[config.mk]
export PLATFORM = sky130hd
export DESIGN_NAME = bspline_stencil_node_query
export DESIGN_NICKNAME = d
export VERILOG_FILES = /design/src/design/bsq_pkg.sv /design/src/design/bsq_div.sv /design/src/design/bsq_front.sv /design/src/design/bsq_fifo.sv /design/src/design/bsq_back.sv /design/src/design/bspline_stencil_node_query.sv
export SDC_FILE = /design/constraint.sdc
export NUM_CORES = 2
export LEC_CHECK = 0
export ABC_CLOCK_PERIOD_IN_PS = 6400
export BUFFER_PORTS_ARGS = -buffer_cell sky130_fd_sc_hd__buf_2
export CORE_MARGIN = 10
export CORE_UTILIZATION = 63
export CTS_CLUSTER_SIZE = 12
export DETAILED_ROUTE_END_ITERATION = 6
export PLACE_DENSITY = 0.8
export SYNTH_ARGS = -nofsm -noshare
export SYNTH_HDL_FRONTEND = slang
export SYNTH_SLANG_ARGS = --single-unit
[constraint.sdc]
create_clock -name clk -period 6.4 [get_ports clk]
set_clock_uncertainty 0.2 [all_clocks]
set_input_delay 0.32 -clock clk [delete_from_list [all_inputs] [get_ports clk]]
set_output_delay 0.32 -clock clk [all_outputs]
set_load 0.02 [all_outputs]
[src/design/bsq_pkg.sv]
`timescale 1ns / 1ps
// ----------------------------------------------------------------------------
// bsq_pkg - shared types and constants for the B-spline stencil node query
// Register map, state encodings, job and result words, and per-axis helpers.
// ----------------------------------------------------------------------------
package bsq_pkg;

  localparam int unsigned MAX_DIM     = 256;  // upper clamp on a size register
  localparam int unsigned DIV_STEPS   = 32;   // quotient bits, one per cycle
  localparam int unsigned QUEUE_DEPTH = 2;

  typedef enum logic [2:0] {
    REG_SIZE_X    = 3'd0,
    REG_SIZE_Y    = 3'd1,
    REG_SIZE_Z    = 3'd2,
    REG_ORIGIN_X  = 3'd3,
    REG_ORIGIN_Y  = 3'd4,
    REG_ORIGIN_Z  = 3'd5,
    REG_CELL_SIZE = 3'd6
  } bsq_reg_t;

  typedef enum logic [2:0] {
    FR_IDLE,
    FR_REL,
    FR_DIV,
    FR_BASE,
    FR_SPAN,
    FR_MUL,
    FR_PUSH
  } bsq_front_state_t;

  typedef enum logic {
    BK_IDLE,
    BK_RUN
  } bsq_back_state_t;

  typedef struct packed {
    logic [8:0]  size_x;
    logic [8:0]  size_y;
    logic [8:0]  size_z;
    logic [31:0] origin_x;
    logic [31:0] origin_y;
    logic [31:0] origin_z;
    logic [30:0] cell_size;
  } bsq_cfg_t;

  // In-range stretch of one axis: stencil offsets lo..hi, node index at lo
  typedef struct packed {
    logic [1:0] lo;
    logic [1:0] hi;
    logic [7:0] g_lo;
  } bsq_axis_t;

  typedef struct packed {
    bsq_axis_t axis;
    logic      empty;
  } bsq_span_t;

  typedef struct packed {
    bsq_axis_t   x;
    bsq_axis_t   y;
    bsq_axis_t   z;
    logic [23:0] lin0;
    logic [8:0]  stride_y;
    logic [16:0] stride_x;
  } bsq_job_t;

  typedef struct packed {
    logic [7:0]  grid_x;
    logic [7:0]  grid_y;
    logic [7:0]  grid_z;
    logic [23:0] linear_index;
    logic [5:0]  stencil_pos;
    logic        is_last;
  } bsq_result_t;

  function automatic logic [8:0] eff_size(input logic [8:0] s);
    eff_size = (s > 9'(MAX_DIM)) ? 9'(MAX_DIM) : s;
  endfunction

  // base is the stencil origin along one axis, saturated to -4..256
  function automatic bsq_span_t axis_span(input logic signed [9:0] base,
                                          input logic [8:0] s);
    logic signed [11:0] b;
    logic signed [11:0] lo_f;
    logic signed [11:0] hi_f;
    logic signed [11:0] g_f;
    bsq_span_t          r;
    b    = {{2{base[9]}}, base};
    lo_f = b[11] ? -b : 12'sd0;
    hi_f = $signed({3'b000, s}) - 12'sd1 - b;
    g_f  = b + lo_f;
    r.empty    = (lo_f > hi_f) || (lo_f > 12'sd3);
    r.axis.lo  = lo_f[1:0];
    r.axis.hi  = (hi_f > 12'sd3) ? 2'd3 : hi_f[1:0];
    r.axis.g_lo = g_f[7:0];
    axis_span = r;
  endfunction

endpackage

[src/design/bsq_div.sv]
`timescale 1ns / 1ps
// ----------------------------------------------------------------------------
// bsq_div - restoring floor divider for one axis
// One quotient bit per step; gives floor(rel / divisor) - 1, saturated.
// ----------------------------------------------------------------------------
module bsq_div (
  input  logic               clk,
  input  logic               load,
  input  logic               step,
  input  logic signed [32:0] rel,
  input  logic [30:0]        divisor,
  output logic signed [9:0]  base
);

  logic        neg_r;
  logic [30:0] rem_r;
  logic [31:0] quo_r;

  logic [32:0] mag;
  logic [31:0] rem_sh;
  logic [31:0] rem_sub;
  logic        ge;
  logic        rem_nz;
  logic signed [34:0] q_ext;
  logic signed [34:0] b35;

  assign mag     = rel[32] ? (33'd0 - rel) : rel;
  assign rem_sh  = {rem_r, quo_r[31]};
  assign ge      = rem_sh >= {1'b0, divisor};
  assign rem_sub = rem_sh - {1'b0, divisor};

  always_ff @(posedge clk) begin
    if (load) begin
      neg_r <= rel[32];
      rem_r <= '0;
      quo_r <= mag[31:0];
    end else if (step) begin
      rem_r <= ge ? rem_sub[30:0] : rem_sh[30:0];
      quo_r <= {quo_r[30:0], ge};
    end
  end

  // negative side: -Q - (rem != 0) - 1 = ~Q - (rem != 0)
  always_comb begin
    rem_nz = |rem_r;
    q_ext  = $signed({3'b000, quo_r});
    b35    = neg_r ? (~q_ext - $signed({34'd0, rem_nz})) : (q_ext - 35'sd1);
    if (b35 < -35'sd4) begin
      base = -10'sd4;
    end else if (b35 > 35'sd256) begin
      base = 10'sd256;
    end else begin
      base = b35[9:0];
    end
  end

endmodule

[src/design/bsq_front.sv]
`timescale 1ns / 1ps
// ----------------------------------------------------------------------------
// bsq_front - point intake and stencil classification
// Divides each axis offset by the cell size, finds the in-range stretch of
// the stencil per axis, forms the start address and queues the job.
// ----------------------------------------------------------------------------
module bsq_front (
  input  logic              clk,
  input  logic              rst_n,
  input  logic              start,
  output logic              busy,
  input  logic [31:0]       point_x,
  input  logic [31:0]       point_y,
  input  logic [31:0]       point_z,
  input  bsq_pkg::bsq_cfg_t cfg,
  input  logic              q_full,
  output logic              q_push,
  output bsq_pkg::bsq_job_t q_data
);

  localparam int CNT_W = $clog2(bsq_pkg::DIV_STEPS);

  bsq_pkg::bsq_front_state_t state_r, state_nxt;

  logic [CNT_W-1:0]   cnt_r;
  logic signed [32:0] rel_x_r, rel_y_r, rel_z_r;
  logic signed [9:0]  base_x_r, base_y_r, base_z_r;
  logic signed [9:0]  base_x, base_y, base_z;
  bsq_pkg::bsq_span_t span_x_r, span_y_r, span_z_r;
  logic [16:0]        sysz_r;
  logic [23:0]        prod_x_r;
  logic [16:0]        prod_y_r;

  logic        accept;
  logic        div_load;
  logic        div_step;
  logic        all_in;
  logic [30:0] divisor;
  logic [8:0]  sy_eff, sz_eff;
  logic [17:0] sysz;
  logic [24:0] prod_x;

  assign accept  = start && !busy;
  assign divisor = (cfg.cell_size == 31'd0) ? 31'd1 : cfg.cell_size;
  assign sy_eff  = bsq_pkg::eff_size(cfg.size_y);
  assign sz_eff  = bsq_pkg::eff_size(cfg.size_z);
  assign sysz    = sy_eff * sz_eff;
  assign prod_x  = span_x_r.axis.g_lo * sysz_r;
  assign all_in  = !span_x_r.empty && !span_y_r.empty && !span_z_r.empty;

  bsq_div u_div_x (.clk(clk), .load(div_load), .step(div_step), .rel(rel_x_r),
                   .divisor(divisor), .base(base_x));
  bsq_div u_div_y (.clk(clk), .load(div_load), .step(div_step), .rel(rel_y_r),
                   .divisor(divisor), .base(base_y));
  bsq_div u_div_z (.clk(clk), .load(div_load), .step(div_step), .rel(rel_z_r),
                   .divisor(divisor), .base(base_z));

  always_comb begin
    state_nxt = state_r;
    unique case (state_r)
      bsq_pkg::FR_IDLE: if (start) state_nxt = bsq_pkg::FR_REL;
      bsq_pkg::FR_REL:  state_nxt = bsq_pkg::FR_DIV;
      bsq_pkg::FR_DIV: begin
        if (cnt_r == CNT_W'(bsq_pkg::DIV_STEPS - 1)) state_nxt = bsq_pkg::FR_BASE;
      end
      bsq_pkg::FR_BASE: state_nxt = bsq_pkg::FR_SPAN;
      bsq_pkg::FR_SPAN: state_nxt = bsq_pkg::FR_MUL;
      bsq_pkg::FR_MUL:  state_nxt = bsq_pkg::FR_PUSH;
      bsq_pkg::FR_PUSH: begin
        // drop a point with no node in range
        if (!all_in || !q_full) state_nxt = bsq_pkg::FR_IDLE;
      end
      default: state_nxt = bsq_pkg::FR_IDLE;
    endcase
  end

  always_comb begin
    busy     = (state_r != bsq_pkg::FR_IDLE);
    div_load = (state_r == bsq_pkg::FR_REL);
    div_step = (state_r == bsq_pkg::FR_DIV);
    q_push   = (state_r == bsq_pkg::FR_PUSH) && all_in && !q_full;
  end

  always_ff @(posedge clk) begin
    if (!rst_n) begin
      state_r <= bsq_pkg::FR_IDLE;
      cnt_r   <= '0;
    end else begin
      state_r <= state_nxt;
      if (state_r == bsq_pkg::FR_DIV) begin
        cnt_r <= cnt_r + CNT_W'(1);
      end else begin
        cnt_r <= '0;
      end
    end
  end

  always_ff @(posedge clk) begin
    if (accept) begin
      rel_x_r <= $signed({point_x[31], point_x}) - $signed({cfg.origin_x[31], cfg.origin_x});
      rel_y_r <= $signed({point_y[31], point_y}) - $signed({cfg.origin_y[31], cfg.origin_y});
      rel_z_r <= $signed({point_z[31], point_z}) - $signed({cfg.origin_z[31], cfg.origin_z});
    end
    if (state_r == bsq_pkg::FR_BASE) begin
      base_x_r <= base_x;
      base_y_r <= base_y;
      base_z_r <= base_z;
    end
    if (state_r == bsq_pkg::FR_SPAN) begin
      span_x_r <= bsq_pkg::axis_span(base_x_r, bsq_pkg::eff_size(cfg.size_x));
      span_y_r <= bsq_pkg::axis_span(base_y_r, sy_eff);
      span_z_r <= bsq_pkg::axis_span(base_z_r, sz_eff);
      sysz_r   <= sysz[16:0];
    end
    if (state_r == bsq_pkg::FR_MUL) begin
      prod_x_r <= prod_x[23:0];
      prod_y_r <= span_y_r.axis.g_lo * sz_eff;
    end
  end

  always_comb begin
    q_data.x        = span_x_r.axis;
    q_data.y        = span_y_r.axis;
    q_data.z        = span_z_r.axis;
    q_data.lin0     = prod_x_r + {7'd0, prod_y_r} + {16'd0, span_z_r.axis.g_lo};
    q_data.stride_y = sz_eff;
    q_data.stride_x = sysz_r;
  end

endmodule

[src/design/bsq_fifo.sv]
`timescale 1ns / 1ps
// ----------------------------------------------------------------------------
// bsq_fifo - short job queue between front and back
// Lets the front classify the next point while the back is still walking.
// ----------------------------------------------------------------------------
module bsq_fifo (
  input  logic              clk,
  input  logic              rst_n,
  input  logic              push,
  input  bsq_pkg::bsq_job_t push_data,
  output logic              full,
  input  logic              pop,
  output bsq_pkg::bsq_job_t pop_data,
  output logic              empty
);

  localparam int PTR_W = $clog2(bsq_pkg::QUEUE_DEPTH);
  localparam int CNT_W = $clog2(bsq_pkg::QUEUE_DEPTH + 1);

  bsq_pkg::bsq_job_t mem_r [bsq_pkg::QUEUE_DEPTH];
  logic [PTR_W-1:0]  wr_ptr_r, rd_ptr_r;
  logic [CNT_W-1:0]  cnt_r;

  logic do_push, do_pop;

  assign full     = (cnt_r == CNT_W'(bsq_pkg::QUEUE_DEPTH));
  assign empty    = (cnt_r == '0);
  assign do_push  = push && !full;
  assign do_pop   = pop && !empty;
  assign pop_data = mem_r[rd_ptr_r];

  always_ff @(posedge clk) begin
    if (do_push) mem_r[wr_ptr_r] <= push_data;
  end

  always_ff @(posedge clk) begin
    if (!rst_n) begin
      wr_ptr_r <= '0;
      rd_ptr_r <= '0;
      cnt_r    <= '0;
    end else begin
      if (do_push) wr_ptr_r <= wr_ptr_r + PTR_W'(1);
      if (do_pop)  rd_ptr_r <= rd_ptr_r + PTR_W'(1);
      if (do_push && !do_pop) begin
        cnt_r <= cnt_r + CNT_W'(1);
      end else if (do_pop && !do_push) begin
        cnt_r <= cnt_r - CNT_W'(1);
      end
    end
  end

endmodule

[src/design/bsq_back.sv]
`timescale 1ns / 1ps
// ----------------------------------------------------------------------------
// bsq_back - stencil walker
// Walks the in-range box of one job, one node per cycle, third axis
// innermost, and keeps the flat address up to date by stride adds.
// ----------------------------------------------------------------------------
module bsq_back (
  input  logic                 clk,
  input  logic                 rst_n,
  input  logic                 q_empty,
  input  bsq_pkg::bsq_job_t    q_data,
  output logic                 q_pop,
  output logic                 res_valid,
  output bsq_pkg::bsq_result_t res
);

  bsq_pkg::bsq_back_state_t state_r, state_nxt;

  bsq_pkg::bsq_job_t    job_r;
  logic [1:0]           a_r, b_r, c_r;
  logic [7:0]           gx_r, gy_r, gz_r;
  logic [23:0]          lin_r, row_r, plane_r;
  logic                 res_valid_r;
  bsq_pkg::bsq_result_t res_r;

  logic        at_end;
  logic        take;
  logic        emit;
  logic [23:0] row_nxt, plane_nxt;

  assign at_end    = (a_r == job_r.x.hi) && (b_r == job_r.y.hi) && (c_r == job_r.z.hi);
  assign row_nxt   = row_r + {15'd0, job_r.stride_y};
  assign plane_nxt = plane_r + {7'd0, job_r.stride_x};

  always_comb begin
    state_nxt = state_r;
    unique case (state_r)
      bsq_pkg::BK_IDLE: if (!q_empty) state_nxt = bsq_pkg::BK_RUN;
      bsq_pkg::BK_RUN:  if (at_end && q_empty) state_nxt = bsq_pkg::BK_IDLE;
      default:          state_nxt = bsq_pkg::BK_IDLE;
    endcase
  end

  always_comb begin
    emit  = (state_r == bsq_pkg::BK_RUN);
    take  = ((state_r == bsq_pkg::BK_IDLE) || at_end) && !q_empty;
    q_pop = take;
  end

  always_ff @(posedge clk) begin
    if (!rst_n) begin
      state_r     <= bsq_pkg::BK_IDLE;
      res_valid_r <= 1'b0;
    end else begin
      state_r     <= state_nxt;
      res_valid_r <= emit;
    end
  end

  always_ff @(posedge clk) begin
    if (emit) begin
      res_r.grid_x       <= gx_r;
      res_r.grid_y       <= gy_r;
      res_r.grid_z       <= gz_r;
      res_r.linear_index <= lin_r;
      res_r.stencil_pos  <= {a_r, b_r, c_r};
      res_r.is_last      <= at_end;
    end
    if (take) begin
      job_r   <= q_data;
      a_r     <= q_data.x.lo;
      b_r     <= q_data.y.lo;
      c_r     <= q_data.z.lo;
      gx_r    <= q_data.x.g_lo;
      gy_r    <= q_data.y.g_lo;
      gz_r    <= q_data.z.g_lo;
      lin_r   <= q_data.lin0;
      row_r   <= q_data.lin0;
      plane_r <= q_data.lin0;
    end else if (emit && !at_end) begin
      priority if (c_r != job_r.z.hi) begin
        c_r   <= c_r + 2'd1;
        gz_r  <= gz_r + 8'd1;
        lin_r <= lin_r + 24'd1;
      end else if (b_r != job_r.y.hi) begin
        // next row: rewind third axis
        b_r   <= b_r + 2'd1;
        gy_r  <= gy_r + 8'd1;
        c_r   <= job_r.z.lo;
        gz_r  <= job_r.z.g_lo;
        row_r <= row_nxt;
        lin_r <= row_nxt;
      end else begin
        // next plane: rewind second and third axes
        a_r     <= a_r + 2'd1;
        gx_r    <= gx_r + 8'd1;
        b_r     <= job_r.y.lo;
        gy_r    <= job_r.y.g_lo;
        c_r     <= job_r.z.lo;
        gz_r    <= job_r.z.g_lo;
        plane_r <= plane_nxt;
        row_r   <= plane_nxt;
        lin_r   <= plane_nxt;
      end
    end
  end

  assign res_valid = res_valid_r;
  assign res       = res_r;

endmodule

[src/design/bspline_stencil_node_query.sv]
`timescale 1ns / 1ps
// ----------------------------------------------------------------------------
// bspline_stencil_node_query - 4x4x4 cubic B-spline stencil node query
// Maps a particle position to the grid nodes of its stencil that lie inside
// the grid and streams them out with flat address and stencil position.
// ----------------------------------------------------------------------------
//
//  channel  ports                              handshake
//  -------  ---------------------------------  -------------------------------
//  input    in_point_x/y/z                     start & !busy
//  result   out_grid_x/y/z, out_linear_index,  out_valid, one cycle per word
//           out_stencil_pos, out_is_last
//  config   cfg_index, cfg_data                cfg_valid & cfg_ready
//
//  The front takes no new point until the last has left it: busy is high
//  from the accepting edge through the REL, DIV, BASE, SPAN, MUL and PUSH
//  states, the DIV state running the restoring dividers (one quotient bit per
//  cycle, three axes side by side), and while the two-entry job queue is full.
//  The back walks one node per cycle, so a full stencil of 64 nodes sets the
//  interval between points; the first word's strobe follows the push into
//  the job queue, through the back's state and result registers.
//  Reset is synchronous and clears control state and the config registers to defaults.
//  Results are never held off; out_valid is a one-cycle strobe per word.
//
module bspline_stencil_node_query (
  input  logic        clk,
  input  logic        rst_n,
  input  logic        start,
  output logic        busy,
  input  logic [31:0] in_point_x,
  input  logic [31:0] in_point_y,
  input  logic [31:0] in_point_z,
  output logic        out_valid,
  output logic [7:0]  out_grid_x,
  output logic [7:0]  out_grid_y,
  output logic [7:0]  out_grid_z,
  output logic [23:0] out_linear_index,
  output logic [5:0]  out_stencil_pos,
  output logic        out_is_last,
  input  logic        cfg_valid,
  output logic        cfg_ready,
  input  logic [2:0]  cfg_index,
  input  logic [31:0] cfg_data
);

  bsq_pkg::bsq_cfg_t    cfg_r;
  bsq_pkg::bsq_job_t    push_data, pop_data;
  bsq_pkg::bsq_result_t res;

  logic q_push, q_pop, q_full, q_empty;
  logic cfg_wr;

  assign cfg_ready = 1'b1;
  assign cfg_wr    = cfg_valid && cfg_ready;

  always_ff @(posedge clk) begin
    if (!rst_n) begin
      cfg_r.size_x    <= 9'd64;
      cfg_r.size_y    <= 9'd64;
      cfg_r.size_z    <= 9'd64;
      cfg_r.origin_x  <= '0;
      cfg_r.origin_y  <= '0;
      cfg_r.origin_z  <= '0;
      cfg_r.cell_size <= 31'd65536;
    end else if (cfg_wr) begin
      unique case (bsq_pkg::bsq_reg_t'(cfg_index))
        bsq_pkg::REG_SIZE_X:    cfg_r.size_x    <= cfg_data[8:0];
        bsq_pkg::REG_SIZE_Y:    cfg_r.size_y    <= cfg_data[8:0];
        bsq_pkg::REG_SIZE_Z:    cfg_r.size_z    <= cfg_data[8:0];
        bsq_pkg::REG_ORIGIN_X:  cfg_r.origin_x  <= cfg_data;
        bsq_pkg::REG_ORIGIN_Y:  cfg_r.origin_y  <= cfg_data;
        bsq_pkg::REG_ORIGIN_Z:  cfg_r.origin_z  <= cfg_data;
        bsq_pkg::REG_CELL_SIZE: cfg_r.cell_size <= cfg_data[30:0];
        default: ;  // drop writes beyond the map
      endcase
    end
  end

  bsq_front u_front (
    .clk     (clk),
    .rst_n   (rst_n),
    .start   (start),
    .busy    (busy),
    .point_x (in_point_x),
    .point_y (in_point_y),
    .point_z (in_point_z),
    .cfg     (cfg_r),
    .q_full  (q_full),
    .q_push  (q_push),
    .q_data  (push_data)
  );

  bsq_fifo u_fifo (
    .clk       (clk),
    .rst_n     (rst_n),
    .push      (q_push),
    .push_data (push_data),
    .full      (q_full),
    .pop       (q_pop),
    .pop_data  (pop_data),
    .empty     (q_empty)
  );

  bsq_back u_back (
    .clk       (clk),
    .rst_n     (rst_n),
    .q_empty   (q_empty),
    .q_data    (pop_data),
    .q_pop     (q_pop),
    .res_valid (out_valid),
    .res       (res)
  );

  assign out_grid_x       = res.grid_x;
  assign out_grid_y       = res.grid_y;
  assign out_grid_z       = res.grid_z;
  assign out_linear_index = res.linear_index;
  assign out_stencil_pos  = res.stencil_pos;
  assign out_is_last      = res.is_last;

  logic [8:0] sx_eff, sy_eff, sz_eff;
  assign sx_eff = bsq_pkg::eff_size(cfg_r.size_x);
  assign sy_eff = bsq_pkg::eff_size(cfg_r.size_y);
  assign sz_eff = bsq_pkg::eff_size(cfg_r.size_z);

  a_accept_goes_busy: assert property (@(posedge clk) disable iff (!rst_n)
    start && !busy |=> busy)
    else $error("accepted point did not make the front busy");

  a_walk_contiguous: assert property (@(posedge clk) disable iff (!rst_n)
    out_valid && !out_is_last |=> out_valid && (out_stencil_pos > $past(out_stencil_pos)))
    else $error("stencil walk broke off or went backwards before its last node");

  a_node_in_grid: assert property (@(posedge clk) disable iff (!rst_n)
    out_valid |-> ({1'b0, out_grid_x} < sx_eff) && ({1'b0, out_grid_y} < sy_eff)
                  && ({1'b0, out_grid_z} < sz_eff))
    else $error("emitted node lies outside the grid");

  a_queue_no_overflow: assert property (@(posedge clk) disable iff (!rst_n)
    q_full && !q_pop |=> q_full)
    else $error("job queue lost an entry");

endmodule

Yosys cells after proc, flatten, opt, wreduce, memory -nomap -nowiden
Memory sizes are Yosys's and may differ from the RTL's. A register that Yosys moved wholly into a read port is not among the register bits.
Cells that the tools add are included.
{"block": "word_totals", "ramBits": 172, "reg_bits": 795, "n_memories": 1, "input_bits": 135, "out_inout_bits": 58}
{"block": "classes", "magnitude_cmp": 21, "n_eq_ne": 24, "n_reduce_logical": 54, "addsub": 43, "mul": 3, "mux": 71, "bitwise_logic": 4}
{"memory": "u_fifo.mem_r", "words": 2, "word_bits": 86, "rd": 1, "rd_ports_with_merged_regs": 1, "write_ports": 1, "line_no": "bsq_fifo.sv:20", "rtl": "bsq_pkg::bsq_job_t mem_r [bsq_pkg::QUEUE_DEPTH];"}
{"cell": "32-bit two-way mux", "count": 9}
{"cell": "24-bit two-way mux", "count": 11}
{"cell": "31-bit two-way mux", "count": 4}
{"cell": "35-bit by 10-bit greater-than comparator with 1-bit output (second input constant)", "count": 3}
{"cell": "35-bit by 3-bit less-than comparator with 1-bit output (second input constant)", "count": 3}
{"cell": "35-bit two-way mux", "count": 3}
{"cell": "32-bit NOT with 35-bit output", "count": 3}
{"cell": "35-bit by 2-bit subtractor with 35-bit output", "count": 3}
{"cell": "32-bit by 1-bit subtractor with 33-bit output (second input constant)", "count": 3}
{"cell": "32-bit by 32-bit subtractor with 33-bit output", "count": 3}
{"cell": "32-bit by 31-bit greater-or-equal comparator with 1-bit output", "count": 3}
{"cell": "1-bit by 32-bit subtractor with 32-bit output (first input constant)", "count": 3}
{"cell": "31-bit OR reduction", "count": 3}
{"cell": "31-bit subtractor", "count": 3}
{"cell": "8-bit two-way mux", "count": 11}
{"cell": "12-bit by 3-bit greater-than comparator with 1-bit output (second input constant)", "count": 6}
{"cell": "24-bit by 17-bit adder with 24-bit output", "count": 2}
{"cell": "12-bit greater-than comparator", "count": 3}
{"cell": "12-bit two-way mux", "count": 3}
{"cell": "10-bit negator with 12-bit output", "count": 3}
{"cell": "10-bit by 10-bit subtractor with 11-bit output", "count": 3}
{"cell": "31-bit logical NOT", "count": 1}
{"cell": "10-bit two-way mux", "count": 3}
{"cell": "9-bit by 1-bit subtractor with 10-bit output (second input constant)", "count": 3}
{"cell": "other kinds (39)", "count": 125}

Longest topological paths before layout
{"block": "logic_depth", "depth_word": 10, "depth_mapped": 26}

By module
Synthesis repeated with hierarchy kept, for this count alone.
{"block": "hier_totals", "hier_cells": 7433, "hier_area_um2": 70373.7}
{"module": "bsq_front", "seq_area_each_um2": 6946.7, "cells_per_inst": 2921, "area_per_inst_um2": 26579.2, "instances": 1}
{"module": "bsq_div (u_front.u_div_y ...)", "seq_area_each_um2": 1611.5, "cells_per_inst": 917, "area_per_inst_um2": 7044.3, "instances": 2}
{"module": "bsq_back", "seq_area_each_um2": 6316.1, "cells_per_inst": 918, "area_per_inst_um2": 10625.2, "instances": 1}
{"module": "bsq_div (u_front.u_div_x)", "seq_area_each_um2": 1611.5, "cells_per_inst": 924, "area_per_inst_um2": 6882.9, "instances": 1}
{"module": "bsq_fifo", "seq_area_each_um2": 5265.0, "cells_per_inst": 293, "area_per_inst_um2": 6598.8, "instances": 1}
{"module": "bspline_stencil_node_query", "seq_area_each_um2": 3083.0, "cells_per_inst": 543, "area_per_inst_um2": 5599.1, "instances": 1}

Worst setup path after synthesis
OpenSTA, ideal clock, no wires.
{"block": "synth_timing", "path_type": "reg-to-reg", "from": "register u_front.state_r[2]", "to": "register u_front.rel_x_r[0], enable pin", "path_stages_with_launch": 4, "path_buffers": 1, "slack_ns": 0.536, "arrival_time_ns": 5.106, "synth_period_minus_slack_ns": 5.864, "required_time_ns": 5.642, "cell_sequence": "dfxtp_1 -> clkbuf_1 -> or3_1 -> nor2_1"}
{"block": "synth_between", "elab_chain_len": 3}
{"item": "from (decl)", "line_no": "bsq_front.sv:23", "rtl": "bsq_pkg::bsq_front_state_t state_r, state_nxt;"}
{"item": "from (signal assigned)", "line_no": "bsq_front.sv:86", "rtl": "state_r <= bsq_pkg::FR_IDLE;"}
{"item": "from (signal assigned)", "line_no": "bsq_front.sv:89", "rtl": "state_r <= state_nxt;"}
{"item": "3-bit nonzero test", "line_no": "bsq_front.sv:78", "rtl": "busy = (state_r != bsq_pkg::FR_IDLE);"}
{"item": "net busy", "line_no": "bspline_stencil_node_query.sv:29", "rtl": "output logic busy,"}
{"item": "1-bit logical NOT", "line_no": "bsq_front.sv:43", "rtl": "assign accept = start && !busy;"}
{"item": "1-bit logical AND", "line_no": "bsq_front.sv:43"}
{"item": "net u_front.accept", "line_no": "bsq_front.sv:34", "rtl": "logic accept;"}
{"item": "to (signal assigned)", "line_no": "bsq_front.sv:100", "rtl": "rel_x_r <= $signed({point_x[31], point_x}) - $signed({cfg.origin_x[31], cfg.origin_x});"}
{"item": "to (decl)", "line_no": "bsq_front.sv:26", "rtl": "logic signed [32:0] rel_x_r, rel_y_r, rel_z_r;"}
The timed path passes the listed nets, and every way through them passes these cells.
A chain may end at the register's enable or synchronous reset.

Final worst setup path
{"block": "layout_timing", "from": "register u_front.span_x_r, in the netlist u_front.q_data[78]", "to": "register u_front.prod_x_r[23], data pin"}
{"block": "layout_between", "elab_chain_len": 1}
{"item": "from (decl)", "line_no": "bsq_front.sv:29", "rtl": "bsq_pkg::bsq_span_t span_x_r, span_y_r, span_z_r;"}
{"item": "from (signal assigned)", "line_no": "bsq_front.sv:110", "rtl": "span_x_r <= bsq_pkg::axis_span(base_x_r, bsq_pkg::eff_size(cfg.size_x));"}
{"item": "8-bit by 17-bit multiplier with 24-bit output", "line_no": "bsq_front.sv:48", "rtl": "assign prod_x = span_x_r.axis.g_lo * sysz_r;"}
{"item": "net u_front.prod_x[23]", "line_no": "bsq_front.sv:41", "rtl": "logic [24:0] prod_x;"}
{"item": "to (signal assigned)", "line_no": "bsq_front.sv:116", "rtl": "prod_x_r <= prod_x[23:0];"}
{"item": "to (decl)", "line_no": "bsq_front.sv:31", "rtl": "logic [23:0] prod_x_r;"}
The timed path passes the listed nets, and every way through them passes these cells.

==> reports/metrics.yaml <==
status: "finished clean"
synth_edf_count: 706
portBuffers: 191
crit_buf_inv: 2
cts_sinks: 968
area_growth_pct: 10.6
synth_cell_type_count: 96
clock_latency_ns: 0.72
ys_ff_latch: 968
crit_path_frequent_cell: "fa_1"
start_util_pct: 63.7
crit_path_end_kind: "flop"
vias: 52899
post_cts_buffers: 0
crit_fanout: 19
dieHeight_um: 344
vdd_drop_max_uv: 492
drt_iter0_drc: 4312
rsz0062_at_grt: "no"
finalPower_mw: 26.7
htree_levels: 3
first_pass_iters: 6
layout_setup_ws_ns: 0.389
die-area_um2: 119000
regArea_um2: 26500
fin_crit_ns: 6.01
leakagePower_nw: 29.3
drive_above_1_share_pct: 7.43
design_area_um2: 73300
avgSynthCellArea_um2: 9.45
criticalPathCategory: "reg -> reg"
place_area_um2: 68700
cts-root-buf: "clkbuf_16"
ant_nets: 0
synth_area_leaders: "edfxtp_1 32%, ha_1 8.4%, dfxtp_1 7.9%, fa_1 6.0%, nand2_1 5.4%"
synth_top_area_share_pct: 32.0
power.density_nw_per_um2: 364
path_clk_slew_ns: 0.06
slowest_stage: "edfxtp_1"
ys.flop_type: "edfxtp_1"
tns_ns: 0
relSlewSlack_pct: 15.1
syn-cell-area_um2: 66300
multi_input_area_um2: 36900
gr-total-overflow: 0
grt_usage_pct: 28.8
cts.path.max_buffers: 3
grt_antenna_before_repair: 3
hold_viol: 0
synthCells: 7023
seq_area_frac_synth_pct: 39.9
post_drt_wl_per_cell_um: 19.8
cts_buffers: 105
drv_slew: 0
tightestPinTransition_ns: 1.27
cts_tree: "done"
hpwl_um: 127000
core_um2: 104000
ys_async_sr_fraction_pct: 0
fmax_mhz: 166
yosysWarnings: 0
nNetsFinal: 8040
grt_pass1_vias: 51737
yosys.area.top_type: "edfxtp_1"
max_stage_delay_ns: 0.64
period_share_pct: 93.9
place_ws_ns: 0.448
arrival_ns: 6.26
grt_pass1_wl_um: 277000
maxCapViolCount: 0
path_cells: "and2_1 > fa_1 > fa_1 > inv_1 > fa_1 > fa_1 > inv_1 > ha_1 > o21ai_0 > a21boi_0 > o211ai_1 > a21oi_1 > nor2_1 > a2111oi_0 > o31a_1 > a21o_1 > a21oi_1 > xnor2_1"
nFillCells: 7571
worst_setup_path_start_kind: "flop"
grt_start_max_net_pins: 107
critPathRequiredTime_ns: 6.65
hold_class: "in -> reg"
rows: 118
cpLargestDelayFamily: "adder cells"
gp_congestion: 0.951
pin_count: 193
syn_nets: 7803
setup_viol: 0
drc: 0
drt_wl_total_um: 173000
routed_via_density: 6.06
fp.dieW_um: 344
-- layer usage --
metal | part of all wire, % | routed length [um] | global-route usage, %
met5 | 0.0092 | 16 | 0
met4 | 4.8 | 8250 | 12.7
met3 | 6.4 | 11000 | 4.09
met2 | 48 | 82300 | 48.4
met1 | 41 | 71600 | 36.8
-- sequential cells by signal, indices dropped and copies added (netlist names), 33 cells and up, named ones only --
name / cells
u_back.res: 55
u_front.rel_x_r: 33
u_front.rel_y_r: 33
u_front.rel_z_r: 33
u_front.q_data: 36
u_back.job_r: 52
cfg_r: 154
u_fifo.mem_r: 172
-- placed cells by master (no fill, tap or decap), types with 126 or more instances in the layout --
| master | n |
|---|---|
| ha_1 | 445 |
| a21oi_1 | 391 |
| fa_1 | 200 |
| xor2_1 | 234 |
| inv_1 | 576 |
| dfxtp_1 | 260 |
| and2_1 | 157 |
| xnor2_1 | 304 |
| nand2_1 | 957 |
| o21ai_0 | 451 |
| a21boi_0 | 179 |
| nand3_1 | 126 |
| buf_2 | 190 |
| nor2_1 | 400 |
| edfxtp_1 | 706 |
-- power breakdown --
part | switching [mW] | leakage, nW | total (mW) | internal, mW
registers | 0.962 | 8.69 | 9.38 | 8.42
clock network | 2.58 | 1.69 | 6.12 | 3.54
logic | 6.73 | 18.9 | 11.2 | 4.47
total | 10.3 | 29.3 | 26.7 | 16.4
-- worst reg2reg max path, delay by kind of cell, from the launching register on --
family	cells	cell delay, ns
XOR/XNOR	1	0.12
adder cells (fa/ha/maj)	5	2.32
flip-flops	1	0.64
AO/OA/AOI/OAI	8	2.01
AND/OR/NAND/NOR	2	0.37
buffers and inverters	2	0.10
-- final cells by class --
class / count / area share, %
Clock inverter: 39 / 0.601
Timing Repair Buffer: 374 / 3.61
Inverter: 581 / 2.98
Antenna cell: 2 / 0.00682
Tap cell: 1380 / 2.35
Clock buffer: 153 / 4.09
Multi-Input combinational cell: 5230 / 50.3
Sequential cell: 968 / 36.1
-- path summary, 6_finish.rpt --
path | depth (start not counted) | start | slack, ns | endpoint
setup / recovery | 18 | u_front.q_data[78] | 0.39 | u_front.prod_x_r[23]
hold / removal | 4 | in_point_z[11] | 0.03 | u_front.rel_z_r[11]
setup reg to reg | 18 | u_front.q_data[78] | 0.39 | u_front.prod_x_r[23]
hold reg to reg | 0 | u_front.q_data[82] | 0.25 | u_fifo.mem_r[0][82]
-- cell families (layout without fill, tap and decap cells) --
logic type	after synthesis	in the layout	synth area share, %
xor gates and xnor gates	538	538	7.10
buffers and inverters	825	1147	4.70
muxes	129	129	2.07
adders and majority gates	645	645	14.4
other	1	3	0.00565
and+or+nand+nor	2321	2321	16.8
AOI/OAI and AO/OA	1596	1596	15.1
DFF	968	968	39.9
-- cell usage after synthesis, drive strengths merged, types with 82 or more instances --
| cell type | number |
|---|---|
| dfxtp | 262 |
| ha | 445 |
| inv | 578 |
| nor2 | 405 |
| nor3 | 122 |
| xor2 | 234 |
| nor2b | 85 |
| a21oi | 391 |
| edfxtp | 706 |
| nand2 | 958 |
| nand3 | 126 |
| a21boi | 179 |
| xnor2 | 304 |
| o21ai | 474 |
| fa | 200 |
| nand2b | 82 |
| and2 | 159 |
| a21o | 108 |
| clkbuf | 214 |
-- timing repair --
action,4_1_cts,5_1_grt
gates resized for setup,0,0
hold buffers,120,0
hold endpoints to repair,229,0
-- metrics by stage --
| stage | util (%) | hold slack [ns] | cells |
|---|---|---|---|
| after detailed placement | 66.0 | 0.232 | 8413 |
| final | 70.5 | 0.0268 | 8727 |
| after floorplan | - | 0.218 | 7023 |
| after global routing | 70.5 | 0.0226 | 8725 |
| after global placement | 66.0 | 0.223 | 8413 |
| after CTS | 70.5 | 0.00127 | 8725 |
(Power assumes the default switching activity.)
